`config.mk`:
```
export PLATFORM = sky130hd
export DESIGN_NAME = stereo_volume_speed_resampler_top
export DESIGN_NICKNAME = d
export VERILOG_FILES = /design/src/hw/rtl/svsr_pkg.sv /design/src/hw/rtl/svsr_mul.sv /design/src/hw/rtl/stereo_volume_speed_resampler_top.sv
export SDC_FILE = /design/constraint.sdc
export NUM_CORES = 2
export LEC_CHECK = 0
export BUFFER_PORTS_ARGS = -buffer_cell sky130_fd_sc_hd__buf_4
export CORE_MARGIN = 2
export CORE_UTILIZATION = 55
export DETAILED_ROUTE_END_ITERATION = 10
export GPL_ROUTABILITY_DRIVEN = 0
export GPL_TIMING_DRIVEN = 0
export PLACE_DENSITY = 0.69
export REMOVE_ABC_BUFFERS = 1
export SKIP_CTS_REPAIR_TIMING = 1
export SYNTH_ARGS = -nofsm -noshare
export SYNTH_HDL_FRONTEND = slang
export SYNTH_SLANG_ARGS = --single-unit
```
`constraint.sdc`:
```
create_clock -name clock -period 16.27 [get_ports clock]
set_input_delay 2.4405 -clock clock [delete_from_list [all_inputs] [get_ports clock]]
set_output_delay 2.4405 -clock clock [all_outputs]
set_load 0.01 [all_outputs]
```
`src/hw/rtl/svsr_pkg.sv`:
```
// Shared types, constants and the volume gain table for the stereo volume and
// speed resampler. Used by the shared multiplier and by the top level.
// No dependencies.
package svsr_pkg;

   localparam int SAMPLE_W = 16;
   localparam int SPEED_W = 9;
   localparam int VOLUME_W = 7;
   localparam int PHASE_W = 9;
   localparam int WEIGHT_W = 8;

   localparam int FULL_PHASE = 100;
   localparam int GAIN_SHIFT = 15;
   localparam int SPEED_MIN = 10;
   localparam int SPEED_MAX = 400;
   localparam int VOLUME_FULL = 100;

   localparam int GAIN_W = 16;
   localparam int MUL_W = 24;
   localparam int PROD_W = 2 * MUL_W;
   localparam int NUM_W = 24;
   localparam int ABS_W = 22;

   localparam int RECIP_SHIFT = 29;
   localparam int RECIP_W = 23;
   localparam logic [RECIP_W-1:0] RECIP =
      RECIP_W'(((64'd1 << RECIP_SHIFT) + 64'(FULL_PHASE) - 64'd1) / 64'(FULL_PHASE));

   localparam int CSR_IDX_W = 2;
   localparam int CSR_DATA_W = 9;
   localparam logic [CSR_IDX_W-1:0] CSR_SPEED = 2'd0;
   localparam logic [CSR_IDX_W-1:0] CSR_VOLUME = 2'd1;
   localparam logic [CSR_IDX_W-1:0] CSR_MUTE = 2'd2;

   typedef logic [GAIN_W-1:0] gain_table_type [2**VOLUME_W];

   function automatic gain_table_type gain_table_build();
      gain_table_type t;
      int v;
      for (int i = 0; i < 2**VOLUME_W; i++) begin
         v = (i > VOLUME_FULL) ? VOLUME_FULL : i;
         t[i] = GAIN_W'((v * v * (1 << GAIN_SHIFT)) / (VOLUME_FULL * VOLUME_FULL));
      end
      return t;
   endfunction

   localparam gain_table_type GAIN_TABLE = gain_table_build();

   typedef struct packed {
      logic signed [MUL_W-1:0] a;
      logic signed [MUL_W-1:0] b;
   } mul_req_type;

endpackage

```
`src/hw/rtl/svsr_mul.sv`:
```
// Shared signed multiplier with a registered product.
// Depends on svsr_pkg for the operand struct and widths.
module svsr_mul (
   input  logic                                  clock,
   input  svsr_pkg::mul_req_type                 mul_req,
   output logic signed [svsr_pkg::PROD_W-1:0]    mul_prod
);
   import svsr_pkg::*;

   logic signed [PROD_W-1:0] prod_ff;
   logic signed [PROD_W-1:0] prod_in;

   assign prod_in = $signed(mul_req.a) * $signed(mul_req.b);

   always_ff @(posedge clock) begin
      prod_ff <= prod_in;
   end

   assign mul_prod = prod_ff;

endmodule

```
`src/hw/rtl/stereo_volume_speed_resampler_top.sv`:
```
// Stereo volume and speed resampler: scales each source frame by a squared-law
// volume and emits linearly interpolated output frames at the programmed speed.
// Depends on svsr_pkg and svsr_mul.

// One source frame is taken per item while req_tready is high. Every product,
// both the volume scaling and the interpolation terms and the division by one
// hundred done as a reciprocal multiply, goes through a single shared 24 by 24
// bit multiplier. An item scales both channels, then makes n output frames,
// n from 0 to 10: per channel the previous and current samples are weighted,
// summed, multiplied by the reciprocal and the quotient taken (three multiplier
// passes), then the frame is presented and the output side may stall it. The
// input side is not ready while an item is at work. Configuration writes are
// always accepted and must only be made while idle.
module stereo_volume_speed_resampler_top (
   input  logic                                clock,
   input  logic                                reset,
   input  logic                                req_tvalid,
   output logic                                req_tready,
   input  logic [31:0]                         req_tdata,   // left_in, right_in
   input  logic                                req_tuser,   // restart
   output logic                                rsp_tvalid,
   input  logic                                rsp_tready,
   output logic [31:0]                         rsp_tdata,   // left_out, right_out
   output logic                                rsp_tlast,
   input  logic                                csr_valid,
   output logic                                csr_ready,
   input  logic [svsr_pkg::CSR_IDX_W-1:0]      csr_index,
   input  logic [svsr_pkg::CSR_DATA_W-1:0]     csr_wdata
);
   import svsr_pkg::*;

   localparam logic [3:0] ST_IDLE   = 4'd0;
   localparam logic [3:0] ST_SCL_L  = 4'd1;
   localparam logic [3:0] ST_SCL_R  = 4'd2;
   localparam logic [3:0] ST_DECIDE = 4'd3;
   localparam logic [3:0] ST_MUL_A  = 4'd4;
   localparam logic [3:0] ST_MUL_B  = 4'd5;
   localparam logic [3:0] ST_SUM    = 4'd6;
   localparam logic [3:0] ST_MUL_Q  = 4'd7;
   localparam logic [3:0] ST_QUOT   = 4'd8;
   localparam logic [3:0] ST_OUT    = 4'd9;

   logic [3:0]                 state_ff, state_in;
   logic [SPEED_W-1:0]         speed_ff, speed_in;
   logic [VOLUME_W-1:0]        volume_ff, volume_in;
   logic                       mute_ff, mute_in;
   logic signed [SAMPLE_W-1:0] prev_l_ff, prev_l_in;
   logic signed [SAMPLE_W-1:0] prev_r_ff, prev_r_in;
   logic [PHASE_W-1:0]         phase_ff, phase_in;
   logic                       have_prev_ff, have_prev_in;

   logic signed [SAMPLE_W-1:0] in_l_ff, in_l_in;
   logic signed [SAMPLE_W-1:0] in_r_ff, in_r_in;
   logic signed [SAMPLE_W-1:0] cur_l_ff, cur_l_in;
   logic signed [SAMPLE_W-1:0] cur_r_ff, cur_r_in;
   logic signed [NUM_W-1:0]    acc_ff, acc_in;
   logic [ABS_W-1:0]           absn_ff, absn_in;
   logic                       neg_ff, neg_in;
   logic                       chan_ff, chan_in;
   logic signed [SAMPLE_W-1:0] out_l_ff, out_l_in;
   logic signed [SAMPLE_W-1:0] out_r_ff, out_r_in;
   logic                       last_ff, last_in;

   mul_req_type                mul_req;
   logic signed [PROD_W-1:0]   prod;

   logic                       req_fire;
   logic                       rsp_fire;
   logic                       vol_zero;
   logic                       vol_unity;
   logic [GAIN_W-1:0]          gain;
   logic [SPEED_W-1:0]         step;
   logic [PHASE_W:0]           phase_step;
   logic [PHASE_W:0]           phase_wrap;
   logic [WEIGHT_W-1:0]        weight_prev;
   logic [WEIGHT_W-1:0]        weight_cur;
   logic signed [SAMPLE_W-1:0] sel_prev;
   logic signed [SAMPLE_W-1:0] sel_cur;
   logic signed [SAMPLE_W-1:0] scaled;
   logic signed [SAMPLE_W-1:0] scale_src;
   logic signed [NUM_W-1:0]    num;
   logic signed [NUM_W-1:0]    num_neg;
   logic [SAMPLE_W-1:0]        quot;
   logic signed [SAMPLE_W:0]   quot_s;
   logic signed [SAMPLE_W:0]   quot_signed;
   logic signed [SAMPLE_W-1:0] interp;

   svsr_mul u_mul (
      .clock    (clock),
      .mul_req  (mul_req),
      .mul_prod (prod)
   );

   assign req_fire = req_tvalid && req_tready;
   assign rsp_fire = rsp_tvalid && rsp_tready;
   assign req_tready = (state_ff == ST_IDLE);
   assign rsp_tvalid = (state_ff == ST_OUT);
   assign csr_ready = 1'b1;
   assign rsp_tdata = {out_r_ff, out_l_ff};
   assign rsp_tlast = last_ff;

   assign vol_zero = mute_ff || (volume_ff == '0);
   assign vol_unity = (volume_ff >= VOLUME_W'(VOLUME_FULL));
   assign gain = GAIN_TABLE[volume_ff];

   always_comb begin
      priority if (speed_ff < SPEED_W'(SPEED_MIN)) begin
         step = SPEED_W'(SPEED_MIN);
      end else if (speed_ff > SPEED_W'(SPEED_MAX)) begin
         step = SPEED_W'(SPEED_MAX);
      end else begin
         step = speed_ff;
      end
   end

   assign phase_step = {1'b0, phase_ff} + {1'b0, step};
   assign phase_wrap = phase_step - (PHASE_W + 1)'(FULL_PHASE);
   assign weight_cur = {1'b0, phase_ff[WEIGHT_W-2:0]};
   assign weight_prev = WEIGHT_W'(FULL_PHASE) - weight_cur;
   assign sel_prev = chan_ff ? prev_r_ff : prev_l_ff;
   assign sel_cur = chan_ff ? cur_r_ff : cur_l_ff;

   assign scale_src = (state_ff == ST_SCL_R) ? in_l_ff : in_r_ff;
   always_comb begin
      priority if (vol_zero) begin
         scaled = '0;
      end else if (vol_unity) begin
         scaled = scale_src;
      end else begin
         scaled = prod[GAIN_SHIFT+SAMPLE_W-1:GAIN_SHIFT];
      end
   end

   assign num = acc_ff + prod[NUM_W-1:0];
   assign num_neg = -num;
   assign quot = prod[RECIP_SHIFT+SAMPLE_W-1:RECIP_SHIFT];
   assign quot_s = {1'b0, quot};
   assign quot_signed = neg_ff ? -quot_s : quot_s;
   always_comb begin
      priority if (quot_signed > (SAMPLE_W + 1)'(32767)) begin
         interp = 16'sh7fff;
      end else begin
         interp = quot_signed[SAMPLE_W-1:0];
      end
   end

   always_comb begin
      mul_req.a = '0;
      mul_req.b = '0;
      unique case (state_ff)
         ST_SCL_L: begin
            mul_req.a = {{(MUL_W-SAMPLE_W){in_l_ff[SAMPLE_W-1]}}, in_l_ff};
            mul_req.b = {{(MUL_W-GAIN_W){1'b0}}, gain};
         end
         ST_SCL_R: begin
            mul_req.a = {{(MUL_W-SAMPLE_W){in_r_ff[SAMPLE_W-1]}}, in_r_ff};
            mul_req.b = {{(MUL_W-GAIN_W){1'b0}}, gain};
         end
         ST_MUL_A: begin
            mul_req.a = {{(MUL_W-SAMPLE_W){sel_prev[SAMPLE_W-1]}}, sel_prev};
            mul_req.b = {{(MUL_W-WEIGHT_W){1'b0}}, weight_prev};
         end
         ST_MUL_B: begin
            mul_req.a = {{(MUL_W-SAMPLE_W){sel_cur[SAMPLE_W-1]}}, sel_cur};
            mul_req.b = {{(MUL_W-WEIGHT_W){1'b0}}, weight_cur};
         end
         ST_MUL_Q: begin
            mul_req.a = {{(MUL_W-ABS_W){1'b0}}, absn_ff};
            mul_req.b = {{(MUL_W-RECIP_W){1'b0}}, RECIP};
         end
         default: begin
            mul_req.a = '0;
            mul_req.b = '0;
         end
      endcase
   end

   always_comb begin
      state_in = state_ff;
      speed_in = speed_ff;
      volume_in = volume_ff;
      mute_in = mute_ff;
      prev_l_in = prev_l_ff;
      prev_r_in = prev_r_ff;
      phase_in = phase_ff;
      have_prev_in = have_prev_ff;
      in_l_in = in_l_ff;
      in_r_in = in_r_ff;
      cur_l_in = cur_l_ff;
      cur_r_in = cur_r_ff;
      acc_in = acc_ff;
      absn_in = absn_ff;
      neg_in = neg_ff;
      chan_in = chan_ff;
      out_l_in = out_l_ff;
      out_r_in = out_r_ff;
      last_in = last_ff;

      if (csr_valid && csr_ready) begin
         unique case (csr_index)
            CSR_SPEED:  speed_in = csr_wdata[SPEED_W-1:0];
            CSR_VOLUME: volume_in = csr_wdata[VOLUME_W-1:0];
            CSR_MUTE:   mute_in = csr_wdata[0];
            default:    ;
         endcase
      end

      unique case (state_ff)
         ST_IDLE: begin
            if (req_fire) begin
               in_l_in = req_tdata[SAMPLE_W-1:0];
               in_r_in = req_tdata[2*SAMPLE_W-1:SAMPLE_W];
               if (req_tuser) begin
                  prev_l_in = '0;
                  prev_r_in = '0;
                  phase_in = '0;
                  have_prev_in = 1'b0;
               end
               state_in = ST_SCL_L;
            end
         end
         ST_SCL_L: state_in = ST_SCL_R;
         ST_SCL_R: begin
            cur_l_in = scaled;
            state_in = ST_DECIDE;
         end
         ST_DECIDE: begin
            cur_r_in = scaled;
            chan_in = 1'b0;
            priority if (!have_prev_ff) begin
               prev_l_in = cur_l_ff;
               prev_r_in = scaled;
               have_prev_in = 1'b1;
               state_in = ST_IDLE;
            end else if (phase_ff >= PHASE_W'(FULL_PHASE)) begin
               prev_l_in = cur_l_ff;
               prev_r_in = scaled;
               phase_in = phase_ff - PHASE_W'(FULL_PHASE);
               state_in = ST_IDLE;
            end else begin
               state_in = ST_MUL_A;
            end
         end
         ST_MUL_A: state_in = ST_MUL_B;
         ST_MUL_B: begin
            acc_in = prod[NUM_W-1:0];
            state_in = ST_SUM;
         end
         ST_SUM: begin
            neg_in = num[NUM_W-1];
            absn_in = num[NUM_W-1] ? num_neg[ABS_W-1:0] : num[ABS_W-1:0];
            state_in = ST_MUL_Q;
         end
         ST_MUL_Q: state_in = ST_QUOT;
         ST_QUOT: begin
            if (chan_ff) begin
               out_r_in = interp;
               last_in = (phase_step >= (PHASE_W + 1)'(FULL_PHASE));
               state_in = ST_OUT;
            end else begin
               out_l_in = interp;
               chan_in = 1'b1;
               state_in = ST_MUL_A;
            end
         end
         ST_OUT: begin
            if (rsp_fire) begin
               chan_in = 1'b0;
               if (last_ff) begin
                  phase_in = phase_wrap[PHASE_W-1:0];
                  prev_l_in = cur_l_ff;
                  prev_r_in = cur_r_ff;
                  state_in = ST_IDLE;
               end else begin
                  phase_in = phase_step[PHASE_W-1:0];
                  state_in = ST_MUL_A;
               end
            end
         end
         default: state_in = ST_IDLE;
      endcase
   end

   always_ff @(posedge clock) begin
      if (reset) begin
         state_ff <= ST_IDLE;
         speed_ff <= SPEED_W'(FULL_PHASE);
         volume_ff <= VOLUME_W'(VOLUME_FULL);
         mute_ff <= 1'b0;
         prev_l_ff <= '0;
         prev_r_ff <= '0;
         phase_ff <= '0;
         have_prev_ff <= 1'b0;
         chan_ff <= 1'b0;
      end else begin
         state_ff <= state_in;
         speed_ff <= speed_in;
         volume_ff <= volume_in;
         mute_ff <= mute_in;
         prev_l_ff <= prev_l_in;
         prev_r_ff <= prev_r_in;
         phase_ff <= phase_in;
         have_prev_ff <= have_prev_in;
         chan_ff <= chan_in;
      end
   end

   always_ff @(posedge clock) begin
      in_l_ff <= in_l_in;
      in_r_ff <= in_r_in;
      cur_l_ff <= cur_l_in;
      cur_r_ff <= cur_r_in;
      acc_ff <= acc_in;
      absn_ff <= absn_in;
      neg_ff <= neg_in;
      out_l_ff <= out_l_in;
      out_r_ff <= out_r_in;
      last_ff <= last_in;
   end

   a_no_overlap: assert property (@(posedge clock) disable iff (reset)
      !(req_tready && rsp_tvalid))
      else $error("input accepted while an output item is pending");

   a_phase_range: assert property (@(posedge clock) disable iff (reset)
      phase_ff < PHASE_W'(SPEED_MAX))
      else $error("phase left its range");

   a_last_returns_idle: assert property (@(posedge clock) disable iff (reset)
      rsp_fire && rsp_tlast |=> req_tready)
      else $error("sequencer did not return to idle after the final output item");

   a_out_needs_prev: assert property (@(posedge clock) disable iff (reset)
      rsp_tvalid |-> have_prev_ff)
      else $error("output item without a previous frame");

   a_busy_after_accept: assert property (@(posedge clock) disable iff (reset)
      req_fire |=> !req_tready)
      else $error("input side ready right after an accepted item");

endmodule
```
Word-level counts from Yosys, hierarchy flattened
Memories as Yosys holds them, arrays and structs flattened. Cells that the tools add are included.

Register bits after elaboration: 253. Word-level logic and storage cells: 120. Bits in read-only memories: 2048. Memories: 1.

Memories: (no name shown) (depth 128, bits a word 16, read ports 1, clocked after memory_dff 0, wr ports 0, RTL line stereo_volume_speed_resampler_top.sv:104) `assign gain = GAIN_TABLE[volume_ff];`.

$add $sub $neg: 7. Order comparisons: 7. Bitwise gates (word level): 2. Mux-type cells: 44. Reductions and logical operators: 20. Equal/unequal tests: 18. Multipliers: 1.

Operators by type and width (number): 16-bit 2-to-1 mux (18); 48-bit one-hot mux with 5 select lines (1); 16-bit one-hot mux with 3 select lines (2); 9-bit 2-to-1 mux (8); 24-bit by 24-bit multiplier with 45-bit output (1); 4-bit one-hot mux with 10 select lines (1); 9-bit one-hot mux with 3 select lines (1); 24-bit adder (1); 22-bit 2-to-1 mux (1); 22-bit negator (1); 9-bit by 7-bit subtractor with 9-bit output, second input constant (2); 17-bit by 16-bit > comparator with 1-bit output, second input constant (1); 17-bit 2-to-1 mux (1); 16-bit negator with 17-bit output (1); 4-bit by 3-bit == test with 1-bit output, second input constant (4); 2-bit AND reduction (8); 4-bit 2-to-1 mux (3); 6-bit AND reduction (2); 9-bit by 9-bit adder with 10-bit output (1); 10-bit by 7-bit >= comparator with 1-bit output, second input constant (1); 9-bit by 7-bit >= comparator with 1-bit output, second input constant (1); 9-bit > comparator, second input constant (1); 9-bit by 4-bit < comparator with 1-bit output, second input constant (1); 3-bit 2-to-1 mux (3); 24 further kinds (34).

Depth between registers and ports, before layout
Depth in word-level cells: 8. Depth in mapped cells: 37.

Cells and area by module
From an unflattened synthesis, not the netlist that was laid out.

Cell total of the unflattened synthesis: 3894. Area, all modules: 35932.0 um^2.

Modules (own cells, without submodules): svsr_mul (area each 22322.7 um^2, cells an instance 2386, times used 1); stereo_volume_speed_resampler_top (area each 13609.3 um^2, cells an instance 1508, times used 1).

Worst setup path before layout
No wires, ideal clock.

Kind: register -> register. Start point: register volume_ff[0]. End point: register u_mul.prod_ff[41], in the netlist u_mul.mul_prod[41]. Setup slack: 7.161 ns. Cell stages (with the launch flop): 34. Data required time: 16.210 ns. Arrival: 9.049 ns. Library setup time: 0.060 ns. Period minus slack after synthesis: 9.109 ns. Path through: dfxtp_1 > clkbuf_1 > inv_1 > ha_1 > buf_1 > inv_1 > nor2_1 > o21ai_0 > o2111ai_1 > nand2_1 > a211oi_1 > a31oi_1 > o22ai_1 > clkbuf_1 > nand2_1 > fa_1 > clkbuf_1 > xnor2_1 > ha_1 > a21o_1 > fa_1 > inv_1 > fa_1 > inv_1 > fa_1 > fa_1 > inv_1 > fa_1 > inv_1 > ha_1 > clkbuf_1 > or4b_2 > o211ai_1 > a311o_1.

Longest elaborated chain between the ends: 6.

Ends and longest elaborated chain: from (decl) (RTL line stereo_volume_speed_resampler_top.sv:45) `logic [VOLUME_W-1:0] volume_ff, volume_in;`; from (signal assigned) (RTL line stereo_volume_speed_resampler_top.sv:288) `volume_ff <= VOLUME_W'(VOLUME_FULL);`; from (signal assigned) (RTL line stereo_volume_speed_resampler_top.sv:298) `volume_ff <= volume_in;`; 7-bit inverter with 8-bit output (not written as such) (RTL line stereo_volume_speed_resampler_top.sv:104); memory read 128 x 16 bit; 16-bit 2-to-1 mux (not written as such) (2 in series) (RTL line stereo_volume_speed_resampler_top.sv:104); 48-bit one-hot mux with 5 select lines (RTL line stereo_volume_speed_resampler_top.sv:150) `unique case (state_ff)`; 24-bit by 24-bit multiplier with 45-bit output (RTL line svsr_mul.sv:13) `assign prod_in = $signed(mul_req.a) * $signed(mul_req.b);`; named net u_mul.prod_in[41] (RTL line svsr_mul.sv:11) `logic signed [PROD_W-1:0] prod_in;`; to (signal assigned) (RTL line svsr_mul.sv:16) `prod_ff <= prod_in;`; to (decl) (RTL line svsr_mul.sv:10) `logic signed [PROD_W-1:0] prod_ff;`.

The timed path passes the listed nets, and every way through them passes these cells. The select of a mux whose other input is x is not followed. A chain may end at the register's enable or synchronous reset.

Worst setup path in the final report
Start point: register volume_ff[1]. End point: register u_mul.prod_ff[43], in the netlist u_mul.mul_prod[43].

The elaborated chain is that of the path after synthesis.

==> summary.txt <==
Status
  – Status: finished, final reports clean

Critical path
  – CP max stage delay: 0.99 ns
  – CP dominant cell by count: fa_1
  – Critical Path End: u_mul.mul_prod[43]
  – Setup crit start kind: flop
  – Worst path top cell family by delay: adder cells
  – FF-to-FF setup slack: approximately 4.3 ns
  – Critical Path Fanout Max: 22
  – Reg-to-Reg End: u_mul.mul_prod[43]
  – Worst path depth: 32
  – Worst path slowest cell: o21ai_0
  – Worst Path Required: 16.75 ns
  – Worst path arrival time: 12.44 ns
  – Critical path endpoint category: flop
  – Crit path buf inv count: 7
  – Worst r2r src: volume_ff[1]
  – Reg2reg path depth: 32
  – Critical path class: flop to flop
  – Crit path from: volume_ff[1]

Min path
  – Worst hold path cell count: 0
  – Worst hold path class: flop to flop

CTS
  – Clk buf depth: 3
  – CTS tree: done
  – CTS H-tree lvls: 1
  – Clock latency at the later pin of the worst-skew pair: 0.60 ns
  – Clock transition at path regs: around 0.060 ns
  – Total CTS buffers: 28
  – CTS sink cnt: 253
  – Clock root buffer master: clkbuf_16

Layout
  – # diodes: 0
  – Post-layout nets: just over 4,000
  – Area growth, synth to finish: 8.26%
  – Fill cells: a little under 5,000
  – Layout cells sized above 1: between 6 and 7%
  – Final std cells w/o fill: roughly 4,200

Synthesis
  – Yosys reg bits: around 250
  – Yosys warnings: 0
  – Distinct cells, synth: 91
  – Syn Area/Cell: about 9 um^2
  – Post-Synthesis Cells: 3,440
  – Number of enable flip-flop cells after synthesis: 144
  – Ys flop type: edfxtp_1
  – Mapped cell area: ~0.031 mm^2
  – Register area share after synthesis: about a fifth
  – Asr flop ratio synth: 0%

Detailed routing
  – Number of remaining DRC errors: 0
  – Routed wl met3: between 7 and 8 mm
  – DR top layer: met4
  – WL per Instance: 19.9 um
  – Routed via count: approximately 24,000
  – Final WL: 83.7 mm
  – Via density: about 5.8
  – Antenna Nets Post-Route: 0
  – Met2 wire len: 38.4 mm
  – DRT met1 WL: between 30 and 40 mm
  – DRT Pass-1 Iters: 7
  – DRT iter0 DRCs: 2,187

Placement
  – DP Wirelength: 65.8 mm
  – # placed instances: 4,150
  – PortBufs: 83

STA
  – Slew margin rel.: under 10%
  – Achievable frequency: 0.0836 GHz
  – Max-slew violations: 0
  – Clk_skew: approximately 0.039 ns
  – Period minus WS final: between 10 and 15 ns
  – Period utilization: between 70% and 80%
  – Final setup viols: 0
  – Unrepaired setup endpoints after global routing: false
  – Fin. Hold Viols: 0
  – Hold Slack: 0.432 ns
  – Final TNS setup: 0 ns
  – Slew @ Worst Pin: approximately 1.4 ns

Power
  – Power per cell area: 62.3 mW/mm^2
  – Lkg Pwr: 15.9 nW
  – Worst IR drop on VDD: just under 0.07 mV

Floorplan
  – Rows: 87
  – Total Die Area: between 0.05 and 0.06 mm^2
  – Starting density of the core: a little under three fifths
  – Area of the core: about 0.056 mm^2
  – IO Count: between 80 and 90
  – Die width: about 240 um
  – Die height: about 240 um

Global routing
  – Vias in the first global route: roughly 26,000
  – Antenna violations before repair: 2
  – GRT overflow: 0
  – Largest net degree at the start of global routing: between 60 and 70
  – First-pass GRT wire length: 136 mm
  – Gr usage total: a little under 30%

Flow run
  – Max_cap viols: 0
[synthesized netlist by cell type, drive strengths merged (15+ instances only)]
master | number | share of area [%]
o211ai | 15 | 0.36
a22oi | 21 | 0.51
o21ai | 92 | 1.5
nor2b | 39 | 0.78
xor2 | 45 | 1.3
mux2 | 19 | 0.69
nand2b | 20 | 0.40
mux2i | 50 | 1.6
edfxtp | 144 | 14
buf | 29 | 0.45
inv | 702 | 8.5
a21oi | 154 | 2.5
o31ai | 15 | 0.36
a221oi | 21 | 0.59
nand3 | 59 | 0.97
xnor2 | 78 | 2.2
dfxtp | 109 | 7.0
a21o | 26 | 0.63
nor2 | 215 | 2.6
and2 | 57 | 1.2
a211oi | 35 | 0.86
clkbuf | 130 | 1.6
nand2 | 410 | 5.0
a31oi | 43 | 0.87
nor3 | 45 | 0.72
fa | 444 | 29
ha | 231 | 9.3
[kinds of logic (layout without fill, tap and decap cells)]
| family | count (synthesis) | in the layout | share of synthesized area (%) |
|---|---|---|---|
| AND/OR/NAND/NOR | 916 | 916 | 13.2 |
| AO/OA/AOI/OAI | 537 | 537 | 11.5 |
| XOR/XNOR | 123 | 123 | 3.49 |
| adder cells (fa/ha/maj) | 677 | 677 | 38.0 |
| flip-flops | 253 | 253 | 20.9 |
| multiplexers | 70 | 70 | 2.37 |
| other | 2 | 4 | 0.0242 |
| buffers and inverters | 862 | 867 | 10.5 |
[worst min-delay path by stage]
| stage | from | endpoint | slack [ns] |
|---|---|---|---|
| 2_1_floorplan | u_mul.mul_prod[0] | acc_ff[0] | 0.41 |
| 3_3_place_gp | u_mul.mul_prod[0] | acc_ff[0] | 0.42 |
| 3_5_place_dp | u_mul.mul_prod[0] | acc_ff[0] | 0.43 |
| 4_1_cts | u_mul.mul_prod[11] | acc_ff[11] | 0.44 |
| 5_1_grt | u_mul.mul_prod[11] | acc_ff[11] | 0.45 |
| 6_report | u_mul.mul_prod[11] | acc_ff[11] | 0.43 |
[final cells by class]
| class | count | area [um^2] | share of cell area [%] |
|---|---|---|---|
| multi-input cells | 2327 | 21500 | 63.8 |
| flip-flops and latches | 253 | 6510 | 19.4 |
| inverters | 703 | 2640 | 7.84 |
| repair buffers | 112 | 1100 | 3.26 |
| well taps | 756 | 946 | 2.81 |
| clock buffers | 32 | 736 | 2.19 |
| clock inverters | 20 | 251 | 0.747 |
[layout by cell type (no fill, tap or decap), types with 10 or more instances in the layout]
master and count:
and3_1 10, nand2_1 410, a31oi_1 41, a211o_1 10, xor2_1 44, buf_6 10
mux2_2 18, edfxtp_1 144, o22ai_1 11, clkbuf_16 28, nand3_1 58, nand2b_1 20
or2_2 13, a21oi_1 152, ha_1 231, o21ai_0 85, nor2_1 213, buf_4 83
nor2b_1 39, dfxtp_1 104, and2_1 56, a211oi_1 34, a221oi_1 21, o211ai_1 15
mux2i_1 50, a21o_1 26, a22oi_1 21, nor3_1 41, buf_8 10, o31ai_1 13
fa_1 444, o21a_1 14, inv_1 702, xnor2_1 78
[layer usage]
metal	vias up	GRT usage [%]
li1	10990	-
met1	12168	38.7
met2	1122	46.7
met3	186	5.79
met4	0	11.8
met5	-	0
[where the power goes]
| group | total, mW | switching, mW | internal (mW) |
|---|---|---|---|
| sequential | 0.793 | 0.0478 | 0.746 |
| combinational | 0.631 | 0.395 | 0.237 |
| clock | 0.673 | 0.281 | 0.392 |
[per-stage QoR]
| step | setup slack, ns | cell area [um^2] | power, mW | utilization (%) |
|---|---|---|---|---|
| after floorplan | 4.03 | 30500 | 1.22 | - |
| after global placement | -2.30 | 32000 | 1.39 | 57.0 |
| after detailed placement | 4.39 | 32700 | 1.42 | 58.1 |
| after CTS | 4.28 | 33600 | 2.10 | 59.9 |
| after global routing | 4.07 | 33600 | 2.21 | 59.9 |
| final | 4.31 | 33600 | 2.10 | 59.9 |
[registers in the layout, summed over array words and instances, names as in the netlist, 7 cells and up]
register and count:
absn_ff 22, acc_ff 24, cur_l_ff 16, cur_r_ff 16
in_l_ff 16, in_r_ff 16, out_l_ff 16, out_r_ff 16
phase_ff 9, prev_l_ff 16, prev_r_ff 16, speed_ff 9
u_mul.mul_prod 45, volume_ff 7
No activity file was read; power rests on OpenSTA's default activity.
